## src/rtl/iso_ts_pkg.sv

```systemverilog
// ----------------------------------------------------------------------------
// iso_ts_pkg
// Types, codes and constants shared by the timestamp parser, queue and converter.
// ----------------------------------------------------------------------------
package iso_ts_pkg;

  // parser phases
  typedef enum logic [2:0] {
    PH_FIXED      = 3'd0,
    PH_AFTER_SEC  = 3'd1,
    PH_FRAC_FIRST = 3'd2,
    PH_FRAC_MORE  = 3'd3,
    PH_OFFSET     = 3'd4,
    PH_DONE       = 3'd5
  } phase_t;

  // converter sequence
  typedef enum logic [2:0] {
    CV_IDLE = 3'd0,
    CV_PREP = 3'd1,
    CV_DAYS = 3'd2,
    CV_SECS = 3'd3,
    CV_OUT  = 3'd4
  } conv_state_t;

  // character codes
  localparam logic [7:0] CH_ZERO   = 8'h30;
  localparam logic [7:0] CH_NINE   = 8'h39;
  localparam logic [7:0] CH_DASH   = 8'h2D;
  localparam logic [7:0] CH_PLUS   = 8'h2B;
  localparam logic [7:0] CH_COLON  = 8'h3A;
  localparam logic [7:0] CH_DOT    = 8'h2E;
  localparam logic [7:0] CH_T_UP   = 8'h54;
  localparam logic [7:0] CH_T_LOW  = 8'h74;
  localparam logic [7:0] CH_Z_UP   = 8'h5A;
  localparam logic [7:0] CH_Z_LOW  = 8'h7A;

  // arithmetic constants
  localparam int unsigned DAY_SECONDS  = 86400;
  localparam int unsigned HOUR_SECONDS = 3600;
  localparam int unsigned MIN_SECONDS  = 60;
  localparam int unsigned YEAR_DAYS    = 365;
  // years are biased by one 400-year era so the day count never sees a negative year
  localparam int unsigned YEAR_BIAS    = 400;
  localparam int unsigned EPOCH_SHIFT  = 719468 + 146097;
  // x / 25 == (x * 5243) >> 17 for x below 43000
  localparam int unsigned DIV25_MUL    = 5243;
  localparam int unsigned DIV25_SHIFT  = 17;

  localparam int unsigned SECS_W = 39;

  // one parsed timestamp, handed from parser to converter
  typedef struct packed {
    logic        ok;
    logic [13:0] year;
    logic [6:0]  month;
    logic [6:0]  day;
    logic [6:0]  hour;
    logic [6:0]  minute;
    logic [6:0]  second;
    logic [6:0]  zone_hours;
    logic [6:0]  zone_minutes;
    logic        zone_negative;
  } stamp_rec_t;

  // days from March 1 to the first of the month (year starting in March)
  function automatic logic [8:0] month_start(input logic [3:0] month);
    logic [8:0] r;
    case (month)
      4'd1:    r = 9'd306;
      4'd2:    r = 9'd337;
      4'd3:    r = 9'd0;
      4'd4:    r = 9'd31;
      4'd5:    r = 9'd61;
      4'd6:    r = 9'd92;
      4'd7:    r = 9'd122;
      4'd8:    r = 9'd153;
      4'd9:    r = 9'd184;
      4'd10:   r = 9'd214;
      4'd11:   r = 9'd245;
      4'd12:   r = 9'd275;
      default: r = 9'd0;
    endcase
    return r;
  endfunction

endpackage

```

## src/rtl/iso_ts_if.sv

```systemverilog
// ----------------------------------------------------------------------------
// iso_ts_if
// Valid/ready stream channels for timestamp text and conversion results.
// ----------------------------------------------------------------------------
interface iso_text_if;
  logic       valid;
  logic       ready;
  logic [7:0] char_code;
  logic       end_of_text;

  modport source (output valid, output char_code, output end_of_text, input ready);
  modport sink   (input valid, input char_code, input end_of_text, output ready);
endinterface

interface iso_stamp_if;
  logic               valid;
  logic               ready;
  logic               valid_res;
  logic signed [38:0] unix_seconds;

  modport source (output valid, output valid_res, output unix_seconds, input ready);
  modport sink   (input valid, input valid_res, input unix_seconds, output ready);
endinterface

```

## src/rtl/iso_ts_parse.sv

```systemverilog
// ----------------------------------------------------------------------------
// iso_ts_parse
// Front end: takes one text byte per transfer, tracks the timestamp grammar and
// pushes a parsed record on the final byte.
// ----------------------------------------------------------------------------
module iso_ts_parse (
  input  logic                    clk,
  input  logic                    rst,
  iso_text_if.sink                text,
  input  logic                    full,
  output logic                    push,
  output iso_ts_pkg::stamp_rec_t  push_rec
);

  iso_ts_pkg::phase_t phase, phase_next;
  logic [4:0]  pos, pos_next;
  logic [13:0] year, year_next;
  logic [6:0]  month, month_next, day, day_next, hour, hour_next;
  logic [6:0]  minute, minute_next, second, second_next;
  logic [6:0]  zone_hours, zone_hours_next, zone_minutes, zone_minutes_next;
  logic        zone_negative, zone_negative_next;
  logic        err, err_next;
  logic        accept, is_dig, ok;
  logic [7:0]  c;
  logic [3:0]  dig;

  function automatic logic [6:0] acc7(input logic [6:0] a, input logic [3:0] d);
    return (a << 3) + (a << 1) + {3'b000, d};
  endfunction

  function automatic logic [13:0] acc14(input logic [13:0] a, input logic [3:0] d);
    return (a << 3) + (a << 1) + {10'd0, d};
  endfunction

  assign c      = text.char_code;
  assign dig    = c[3:0];
  assign is_dig = (c >= iso_ts_pkg::CH_ZERO) && (c <= iso_ts_pkg::CH_NINE);
  assign accept = text.valid && text.ready;

  // next parser state for the current byte
  always_comb begin
    phase_next         = phase;
    pos_next           = pos;
    year_next          = year;
    month_next         = month;
    day_next           = day;
    hour_next          = hour;
    minute_next        = minute;
    second_next        = second;
    zone_hours_next    = zone_hours;
    zone_minutes_next  = zone_minutes;
    zone_negative_next = zone_negative;
    err_next           = err;
    ok                 = 1'b1;
    if (!err) begin
      case (phase)
        iso_ts_pkg::PH_FIXED: begin
          if (pos <= 5'd3) begin
            ok = is_dig;
            year_next = acc14(year, dig);
          end else if (pos == 5'd4 || pos == 5'd7) begin
            ok = (c == iso_ts_pkg::CH_DASH);
          end else if (pos == 5'd5 || pos == 5'd6) begin
            ok = is_dig;
            month_next = acc7(month, dig);
          end else if (pos == 5'd8 || pos == 5'd9) begin
            ok = is_dig;
            day_next = acc7(day, dig);
          end else if (pos == 5'd10) begin
            ok = (c == iso_ts_pkg::CH_T_UP) || (c == iso_ts_pkg::CH_T_LOW);
          end else if (pos == 5'd11 || pos == 5'd12) begin
            ok = is_dig;
            hour_next = acc7(hour, dig);
          end else if (pos == 5'd13 || pos == 5'd16) begin
            ok = (c == iso_ts_pkg::CH_COLON);
          end else if (pos == 5'd14 || pos == 5'd15) begin
            ok = is_dig;
            minute_next = acc7(minute, dig);
          end else begin
            ok = is_dig;
            second_next = acc7(second, dig);
          end
          if (!ok) begin
            err_next    = 1'b1;
            year_next   = year;
            month_next  = month;
            day_next    = day;
            hour_next   = hour;
            minute_next = minute;
            second_next = second;
          end else if (pos >= 5'd18) begin
            phase_next = iso_ts_pkg::PH_AFTER_SEC;
            pos_next   = '0;
          end else begin
            pos_next = pos + 5'd1;
          end
        end
        iso_ts_pkg::PH_AFTER_SEC, iso_ts_pkg::PH_FRAC_MORE: begin
          if (phase == iso_ts_pkg::PH_AFTER_SEC && c == iso_ts_pkg::CH_DOT) begin
            phase_next = iso_ts_pkg::PH_FRAC_FIRST;
          end else if (phase == iso_ts_pkg::PH_FRAC_MORE && is_dig) begin
            phase_next = phase;
          end else if (c == iso_ts_pkg::CH_Z_UP || c == iso_ts_pkg::CH_Z_LOW) begin
            phase_next = iso_ts_pkg::PH_DONE;
          end else if (c == iso_ts_pkg::CH_PLUS || c == iso_ts_pkg::CH_DASH) begin
            zone_negative_next = (c == iso_ts_pkg::CH_DASH);
            pos_next           = '0;
            phase_next         = iso_ts_pkg::PH_OFFSET;
          end else begin
            err_next = 1'b1;
          end
        end
        iso_ts_pkg::PH_FRAC_FIRST: begin
          if (is_dig) begin
            phase_next = iso_ts_pkg::PH_FRAC_MORE;
          end else begin
            err_next = 1'b1;
          end
        end
        iso_ts_pkg::PH_OFFSET: begin
          if (pos <= 5'd1) begin
            ok = is_dig;
            zone_hours_next = ok ? acc7(zone_hours, dig) : zone_hours;
          end else if (pos == 5'd2) begin
            ok = (c == iso_ts_pkg::CH_COLON);
          end else begin
            ok = is_dig;
            zone_minutes_next = ok ? acc7(zone_minutes, dig) : zone_minutes;
          end
          if (!ok) begin
            err_next = 1'b1;
          end else if (pos >= 5'd4) begin
            phase_next = iso_ts_pkg::PH_DONE;
          end else begin
            pos_next = pos + 5'd1;
          end
        end
        default: begin
          // any byte after a complete zone
          err_next = 1'b1;
        end
      endcase
    end
  end

  // outputs to the queue
  always_comb begin
    text.ready             = !full;
    push                   = accept && text.end_of_text;
    push_rec.ok            = !err_next && (phase_next == iso_ts_pkg::PH_DONE)
                             && (month_next >= 7'd1) && (month_next <= 7'd12)
                             && (day_next >= 7'd1) && (day_next <= 7'd31)
                             && (hour_next <= 7'd23) && (minute_next <= 7'd59)
                             && (second_next <= 7'd60);
    push_rec.year          = year_next;
    push_rec.month         = month_next;
    push_rec.day           = day_next;
    push_rec.hour          = hour_next;
    push_rec.minute        = minute_next;
    push_rec.second        = second_next;
    push_rec.zone_hours    = zone_hours_next;
    push_rec.zone_minutes  = zone_minutes_next;
    push_rec.zone_negative = zone_negative_next;
  end

  always_ff @(posedge clk) begin
    if (rst || push) begin
      phase         <= iso_ts_pkg::PH_FIXED;
      pos           <= '0;
      year          <= '0;
      month         <= '0;
      day           <= '0;
      hour          <= '0;
      minute        <= '0;
      second        <= '0;
      zone_hours    <= '0;
      zone_minutes  <= '0;
      zone_negative <= 1'b0;
      err           <= 1'b0;
    end else if (accept) begin
      phase         <= phase_next;
      pos           <= pos_next;
      year          <= year_next;
      month         <= month_next;
      day           <= day_next;
      hour          <= hour_next;
      minute        <= minute_next;
      second        <= second_next;
      zone_hours    <= zone_hours_next;
      zone_minutes  <= zone_minutes_next;
      zone_negative <= zone_negative_next;
      err           <= err_next;
    end
  end

endmodule

```

## src/rtl/iso_ts_queue.sv

```systemverilog
// ----------------------------------------------------------------------------
// iso_ts_queue
// Small first-in first-out queue of parsed records between parser and converter.
// ----------------------------------------------------------------------------
module iso_ts_queue #(
  parameter int DEPTH = 4
) (
  input  logic                    clk,
  input  logic                    rst,
  input  logic                    push,
  input  iso_ts_pkg::stamp_rec_t  push_rec,
  output logic                    full,
  input  logic                    pop,
  output logic                    avail,
  output iso_ts_pkg::stamp_rec_t  head
);

  localparam int AW = (DEPTH > 1) ? $clog2(DEPTH) : 1;
  localparam int CW = $clog2(DEPTH + 1);

  iso_ts_pkg::stamp_rec_t slots [DEPTH];
  logic [AW-1:0] wr_ptr, rd_ptr;
  logic [CW-1:0] count;
  logic          do_push, do_pop;

  assign full    = (count == CW'(DEPTH));
  assign avail   = (count != '0);
  assign do_push = push && !full;
  assign do_pop  = pop && avail;
  assign head    = slots[rd_ptr];

  always_ff @(posedge clk) begin
    if (do_push) begin
      slots[wr_ptr] <= push_rec;
    end
  end

  always_ff @(posedge clk) begin
    if (rst) begin
      wr_ptr <= '0;
      rd_ptr <= '0;
      count  <= '0;
    end else begin
      if (do_push) begin
        wr_ptr <= (wr_ptr == AW'(DEPTH - 1)) ? '0 : wr_ptr + 1'b1;
      end
      if (do_pop) begin
        rd_ptr <= (rd_ptr == AW'(DEPTH - 1)) ? '0 : rd_ptr + 1'b1;
      end
      case ({do_push, do_pop})
        2'b10:   count <= count + 1'b1;
        2'b01:   count <= count - 1'b1;
        default: count <= count;
      endcase
    end
  end

endmodule

```

## src/rtl/iso_ts_conv.sv

```systemverilog
// ----------------------------------------------------------------------------
// iso_ts_conv
// Back end: turns one parsed record into Unix seconds over three arithmetic
// steps and holds the result in an output register until it is taken.
// ----------------------------------------------------------------------------
module iso_ts_conv (
  input  logic                    clk,
  input  logic                    rst,
  input  logic                    avail,
  input  iso_ts_pkg::stamp_rec_t  head,
  output logic                    pop,
  iso_stamp_if.source             stamp
);

  iso_ts_pkg::conv_state_t state, state_next;
  iso_ts_pkg::stamp_rec_t  rec;

  logic [14:0]        yb;        // biased march-based year
  logic [23:0]        y365;
  logic [25:0]        p100, p400;
  logic [19:0]        tod, off;
  logic signed [24:0] days;
  logic signed [20:0] tod_adj;
  logic               res_ok;
  logic signed [38:0] secs;

  logic [14:0]        yb_calc;
  logic signed [25:0] days_sum;
  logic signed [42:0] secs_sum;

  assign yb_calc = {1'b0, rec.year} + 15'(iso_ts_pkg::YEAR_BIAS)
                   - ((rec.month <= 7'd2) ? 15'd1 : 15'd0);

  assign days_sum = $signed({2'b00, y365})
                  + $signed({13'd0, yb[14:2]})
                  - $signed({17'd0, p100[25:iso_ts_pkg::DIV25_SHIFT]})
                  + $signed({17'd0, p400[25:iso_ts_pkg::DIV25_SHIFT]})
                  + $signed({17'd0, iso_ts_pkg::month_start(rec.month[3:0])})
                  + $signed({19'd0, rec.day})
                  - 26'sd1
                  - $signed(26'(iso_ts_pkg::EPOCH_SHIFT));

  assign secs_sum = days * $signed(18'(iso_ts_pkg::DAY_SECONDS)) + 43'(tod_adj);

  // next state
  always_comb begin
    state_next = state;
    case (state)
      iso_ts_pkg::CV_IDLE: if (avail) state_next = iso_ts_pkg::CV_PREP;
      iso_ts_pkg::CV_PREP: state_next = iso_ts_pkg::CV_DAYS;
      iso_ts_pkg::CV_DAYS: state_next = iso_ts_pkg::CV_SECS;
      iso_ts_pkg::CV_SECS: state_next = iso_ts_pkg::CV_OUT;
      iso_ts_pkg::CV_OUT:  if (stamp.ready) state_next = iso_ts_pkg::CV_IDLE;
      default:             state_next = iso_ts_pkg::CV_IDLE;
    endcase
  end

  // outputs
  always_comb begin
    pop                = (state == iso_ts_pkg::CV_IDLE) && avail;
    stamp.valid        = (state == iso_ts_pkg::CV_OUT);
    stamp.valid_res    = res_ok;
    stamp.unix_seconds = secs;
  end

  always_ff @(posedge clk) begin
    if (rst) begin
      state <= iso_ts_pkg::CV_IDLE;
    end else begin
      state <= state_next;
    end
  end

  // datapath
  always_ff @(posedge clk) begin
    case (state)
      iso_ts_pkg::CV_IDLE: begin
        if (avail) rec <= head;
      end
      iso_ts_pkg::CV_PREP: begin
        yb   <= yb_calc;
        y365 <= 24'(yb_calc * 9'(iso_ts_pkg::YEAR_DAYS));
        p100 <= 26'(yb_calc[14:2] * 13'(iso_ts_pkg::DIV25_MUL));
        p400 <= 26'({2'b00, yb_calc[14:4]} * 13'(iso_ts_pkg::DIV25_MUL));
        tod  <= 20'(rec.hour * 12'(iso_ts_pkg::HOUR_SECONDS))
              + 20'(rec.minute * 6'(iso_ts_pkg::MIN_SECONDS))
              + {13'd0, rec.second};
        off  <= 20'(rec.zone_hours * 12'(iso_ts_pkg::HOUR_SECONDS))
              + 20'(rec.zone_minutes * 6'(iso_ts_pkg::MIN_SECONDS));
      end
      iso_ts_pkg::CV_DAYS: begin
        days    <= days_sum[24:0];
        tod_adj <= rec.zone_negative ? $signed({1'b0, tod}) + $signed({1'b0, off})
                                     : $signed({1'b0, tod}) - $signed({1'b0, off});
      end
      iso_ts_pkg::CV_SECS: begin
        res_ok <= rec.ok;
        secs   <= rec.ok ? secs_sum[38:0] : '0;
      end
      default: begin
      end
    endcase
  end

endmodule

```

## src/rtl/iso_timestamp_to_epoch_seconds.sv

```systemverilog
// ----------------------------------------------------------------------------
// iso_timestamp_to_epoch_seconds
// Streams timestamp text of the form yyyy-MM-ddTHH:mm:ss[.f+](Z|+HH:mm|-HH:mm)
// and returns one validity flag and Unix seconds per string.
// ----------------------------------------------------------------------------
// The text channel takes one byte per cycle with no gaps of its own: the parser
// checks the grammar and range limits as the bytes go by and, on the byte marked
// end_of_text, drops one parsed record into a QUEUE_DEPTH-entry queue. The
// converter takes each record from that queue through load, year and
// time-of-day products, day count, day-to-second product and result register
// before it pops the next, so that loop limits throughput; strings whose bytes
// outlast it stream at full byte rate while results are taken, and runs of
// shorter strings are absorbed by the queue until it fills, at which point text
// ready drops. With an empty queue, the final byte's record passes the queue
// slot, the load and the prep, day-count and seconds steps before result valid
// rises. A result that is not taken holds in the output register while the
// parser keeps accepting bytes. Invalid strings give valid_res low and zero
// seconds; the offset is applied as local time minus offset.
module iso_timestamp_to_epoch_seconds #(
  parameter int QUEUE_DEPTH = 4
) (
  input  logic        clk,
  input  logic        rst,
  iso_text_if.sink    text,
  iso_stamp_if.source stamp
);

  // parser to queue
  logic                   push;
  iso_ts_pkg::stamp_rec_t push_rec;
  logic                   full;

  // queue to converter
  logic                   pop;
  logic                   avail;
  iso_ts_pkg::stamp_rec_t head;

  // front end: grammar, digit accumulation and range checks
  iso_ts_parse u_parse (
    .clk      (clk),
    .rst      (rst),
    .text     (text),
    .full     (full),
    .push     (push),
    .push_rec (push_rec)
  );

  // decoupling queue so a stalled result does not stop the text stream
  iso_ts_queue #(
    .DEPTH (QUEUE_DEPTH)
  ) u_queue (
    .clk      (clk),
    .rst      (rst),
    .push     (push),
    .push_rec (push_rec),
    .full     (full),
    .pop      (pop),
    .avail    (avail),
    .head     (head)
  );

  // back end: civil-days conversion and result register
  iso_ts_conv u_conv (
    .clk   (clk),
    .rst   (rst),
    .avail (avail),
    .head  (head),
    .pop   (pop),
    .stamp (stamp)
  );

endmodule

```

## src/flat_wrapper.sv

```systemverilog
// flat-port wrapper written by rule: the top's interface ports become plain ports
module iso_timestamp_to_epoch_seconds_flat 
#(
  parameter int QUEUE_DEPTH = 4
)
  (clk, rst, text_valid, text_char_code, text_end_of_text, text_ready, stamp_valid, stamp_valid_res, stamp_unix_seconds, stamp_ready);
  iso_text_if text_i ();
  iso_stamp_if stamp_i ();
  input  logic clk;
  input  logic rst;
  input wire logic [$bits(text_i.valid)-1:0] text_valid;
  input wire logic [$bits(text_i.char_code)-1:0] text_char_code;
  input wire logic [$bits(text_i.end_of_text)-1:0] text_end_of_text;
  output wire logic [$bits(text_i.ready)-1:0] text_ready;
  output wire logic [$bits(stamp_i.valid)-1:0] stamp_valid;
  output wire logic [$bits(stamp_i.valid_res)-1:0] stamp_valid_res;
  output wire logic [$bits(stamp_i.unix_seconds)-1:0] stamp_unix_seconds;
  input wire logic [$bits(stamp_i.ready)-1:0] stamp_ready;
  assign text_i.valid = text_valid;
  assign text_i.char_code = text_char_code;
  assign text_i.end_of_text = text_end_of_text;
  assign text_ready = text_i.ready;
  assign stamp_valid = stamp_i.valid;
  assign stamp_valid_res = stamp_i.valid_res;
  assign stamp_unix_seconds = stamp_i.unix_seconds;
  assign stamp_i.ready = stamp_ready;
  iso_timestamp_to_epoch_seconds #(.QUEUE_DEPTH(QUEUE_DEPTH)) u_core (.clk(clk), .rst(rst), .text(text_i), .stamp(stamp_i));
endmodule
```

## config.mk

```make
export PLATFORM = sky130hd
export DESIGN_NAME = iso_timestamp_to_epoch_seconds_flat
export DESIGN_NICKNAME = d
export VERILOG_FILES = /design/src/rtl/iso_ts_pkg.sv /design/src/rtl/iso_ts_if.sv /design/src/rtl/iso_ts_parse.sv /design/src/rtl/iso_ts_queue.sv /design/src/rtl/iso_ts_conv.sv /design/src/rtl/iso_timestamp_to_epoch_seconds.sv /design/src/flat_wrapper.sv
export SDC_FILE = /design/constraint.sdc
export NUM_CORES = 2
export LEC_CHECK = 0
export BUFFER_PORTS_ARGS = -buffer_cell sky130_fd_sc_hd__buf_2
export CAP_MARGIN = 20
export CORE_MARGIN = 3
export CORE_UTILIZATION = 55
export CTS_CLUSTER_SIZE = 40
export DETAILED_ROUTE_END_ITERATION = 16
export GPL_TIMING_DRIVEN = 1
export PLACE_DENSITY = 0.69
export SYNTH_ARGS = -nofsm -noshare
export SYNTH_HDL_FRONTEND = slang
export SYNTH_SLANG_ARGS = --single-unit
```

## constraint.sdc

```tcl
create_clock -name clk -period 13.9 [get_ports clk]
set_input_delay 4.17 -clock clk [delete_from_list [all_inputs] [get_ports clk]]
set_output_delay 4.17 -clock clk [all_outputs]
set_load 0.02 [all_outputs]
```

==> results.md <==
### Floorplanning
• 55.9% — initial core utilization
• 103 — number of standard-cell rows in the floorplan
• 79500 sq um — core area
• 55 — ports placed on the boundary
• 84200 sq um — die footprint
• 290 um — Horiz. Die Dim
• 290 um — vertical die dimension

### Worst setup path
• 35 — worst reg-to-reg path cell count
• 9 — biggest fanout along the worst timing path
• a2111oi_0 — slowest cell on the critical path
• 9.78 ns — crit path DAT
• 14.23 ns — data required time of the worst path
• flop to flop — Worst Path Class, Setup
• 0.77 ns — CP max stage delay
• inv_1 — most frequent cell on the critical path
• compound AO/OA/AOI/OAI gates — kind of cell with the highest combined delay on the critical path
• flop — Critical Path Sink Type
• 35 — Levels on crit path
• 6 — Buf/Inv on CP
• flop — startpoint types

### Synthesis
• ha_1 — leading cell type by number of instances after synthesis
• 585 — number of flip-flops and latches in the synthesized netlist
• edfxtp_1 — Synth Flop Type
• 502 — Post-synth EDFFs
• 86 — post-synthesis cell type count
• 0 — Yosys Warn Count
• 33.9% — share of the synthesized area in the top cell type
• edfxtp_1 (34%), ha_1 (18%), fa_1 (13%), inv_1 (5.3%), dfxtp_1 (3.7%) — ranking of synthesized cells by area
• 37.7% — sequential-to-total area share from yosys stat
• ha_1 (654), inv_1 (628), edfxtp_1 (502), fa_1 (289), nor2_1 (251) — commonest cells in the synthesized netlist
• edfxtp_1 — largest area contributor in the synthesized netlist
• 4764 — number of nets in the synthesized netlist
• 3808 — cells after synthesis
• 11.7 sq um — synthesized area per cell
• 44400 sq um — post-synth design cell area
• 0% — async set or reset register ratio after synthesis

### Place
• 54 — PortBufs
• 63600 um — post-DP HPWL
• 0.907 — gpl congestion
• 4.51 ns — pre-CTS setup slack
• 4877 — placed cell count
• 46000 sq um — placed cell areas

### STA
• 0 — count of final hold-check violations
• 67.9% — post-route clock period utilization
• 0 ns — setup_tns
• no — unrepaired setup endpoints after global routing
• 21.3% — Max transition margin
• 0.106 GHz — fmax
• 0 — setup violation total in the final timing report
• 1.17 ns — Slew @ Worst Pin
• 4.46 ns — fin worst setup slack
• 0.0276 ns — worst setup skew after layout
• 9.44 ns — time the worst path needs with I/O delays and setup
• 0 — number of slew-limit violations in the final report

### CTS
• 67 — number of buffers inserted during clock tree synthesis
• clkbuf_16 — Root Buffer
• 0 — count of instances resized after the clock tree is built
• 0.06 ns — clock-pin slew reported for the worst setup and hold paths after clock tree synthesis
• 3 — CTS max path bufs
• done — TritonCTS clock tree
• 0.62 ns — Clk Latency, worst-skew pair
• 3 — H-tree level count
• 585 — TritonCTS sink count
• 0 — number of setup buffers added after CTS
• 0 — count of hold-fix buffers inserted at cts

### Route
• 16.9 um — average detailed-routed wire length per instance
• 1371 — number of DRC markers in iteration 0
• 0 — DRC
• 27.1k — via count
• 84600 um — wire length reported by the detailed router
• 5.42 — Via-to-Cell Ratio
• 0 — Antenna Nets Post-Route
• 5 — count of TritonRoute iterations in the first routing pass

### Finish
• 8.15% — fraction of final layout cells with drive strength greater than 1
• 5003 — non-filler instance count after layout
• 8.63% — Area Growth Syn to Fin
• 48300 sq um — fin area
• 4853 — Final #Nets
• 6274 — total of fill cells in the finished design

### GRT
• 142000 um — wire length of the first global-routing pass
• 0 — number of antenna violations at the first check in global routing
• 0 — Overflow after GRT
• 20.6% — GRT Total Usage
• 83 — maximum number of pins on one net before global-route repair
• 28.0k — via count of the first global-routing pass

### Hold path
• 0 — worst hold path depth
• flop to flop — Hold WC Path Type

### Job
• 0 — total of max-cap violations

### Outcome
• finished, final reports clean — outcome

-- through the flow --
step                util, %  hold WS, ns
finish                 60.7        0.424
global route           60.7        0.433
CTS                    60.6        0.426
detailed placement     57.8        0.407
global placement       57.8        0.403
floorplan                 -        0.400
-- worst paths after layout --
kind / start / to / slack (ns)
max: u_core.u_conv.rec[46] / u_core.u_conv.p400[23] / 4.46
min: u_core.u_conv.rec[15] / u_core.u_conv.tod[0] / 0.42
max reg2reg: u_core.u_conv.rec[46] / u_core.u_conv.p400[23] / 4.46
min reg2reg: u_core.u_conv.rec[15] / u_core.u_conv.tod[0] / 0.42
-- cells in the final DEF (no fill, tap or decap), drive strengths merged, types with 86 or more instances in the layout --
cell / synthesis / final
a21oi: 194 / 194
clkbuf: 43 / 86
edfxtp: 502 / 502
fa: 289 / 289
ha: 654 / 654
inv: 631 / 636
nand2: 115 / 115
nor2: 251 / 251
o21ai: 90 / 90
xnor2: 180 / 180
xor2: 86 / 86
-- worst register-to-register path: cells and delay by family, from the launching register on --
family,cells,cell delay (ns)
flip-flops,1,0.53
XOR/XNOR,2,0.35
AND/OR/NAND/NOR,5,0.93
buffers and inverters,6,0.53
AO/OA/AOI/OAI,14,3.71
adder cells (fa/ha/maj),8,3.14
-- state kept, by name, summed over array words and instances, names as in the netlist, 9 cells and up --
register,count
u_core.u_conv.y365,22
u_core.u_conv.rec,65
u_core.u_conv.tod,20
u_core.u_conv.days,25
u_core.u_conv.tod_adj,21
u_core.u_parse.year,14
u_core.u_conv.stamp.unix_seconds,39
u_core.u_conv.p100,9
u_core.u_conv.off,18
u_core.u_conv.yb,15
u_core.u_queue.slots,260
-- layout make-up --
cell class              count  area, sq um  area share, %
multi-input cells        2535        25100           52.0
clock inverters            38          457          0.947
diodes                      1         2.50        0.00519
repair buffers             77          463          0.959
flip-flops and latches    585        16700           34.7
well taps                1050         1310           2.72
clock buffers              86         1800           3.73
inverters                 631         2370           4.91
-- per-layer routing --
layer | part of all wire, % | global-route usage, %
met1 | 47 | 29.1
met5 | 0 | 0
met2 | 47 | 34.5
met3 | 3.9 | 2.69
met4 | 1.7 | 4.54
-- kinds of logic after synthesis --
| group | share of synthesized area, % |
|---|---|
| buffers and inverters | 5.87 |
| muxes | 4.72 |
| AOI/OAI and AO/OA | 7.98 |
| adders and majority gates | 31.4 |
| and+or+nand+nor | 7.06 |
| DFF | 37.7 |
| xor gates and xnor gates | 5.24 |
Power is not shown: default switching activity piles up to over one toggle a cycle in this logic, so the estimate is an artifact.
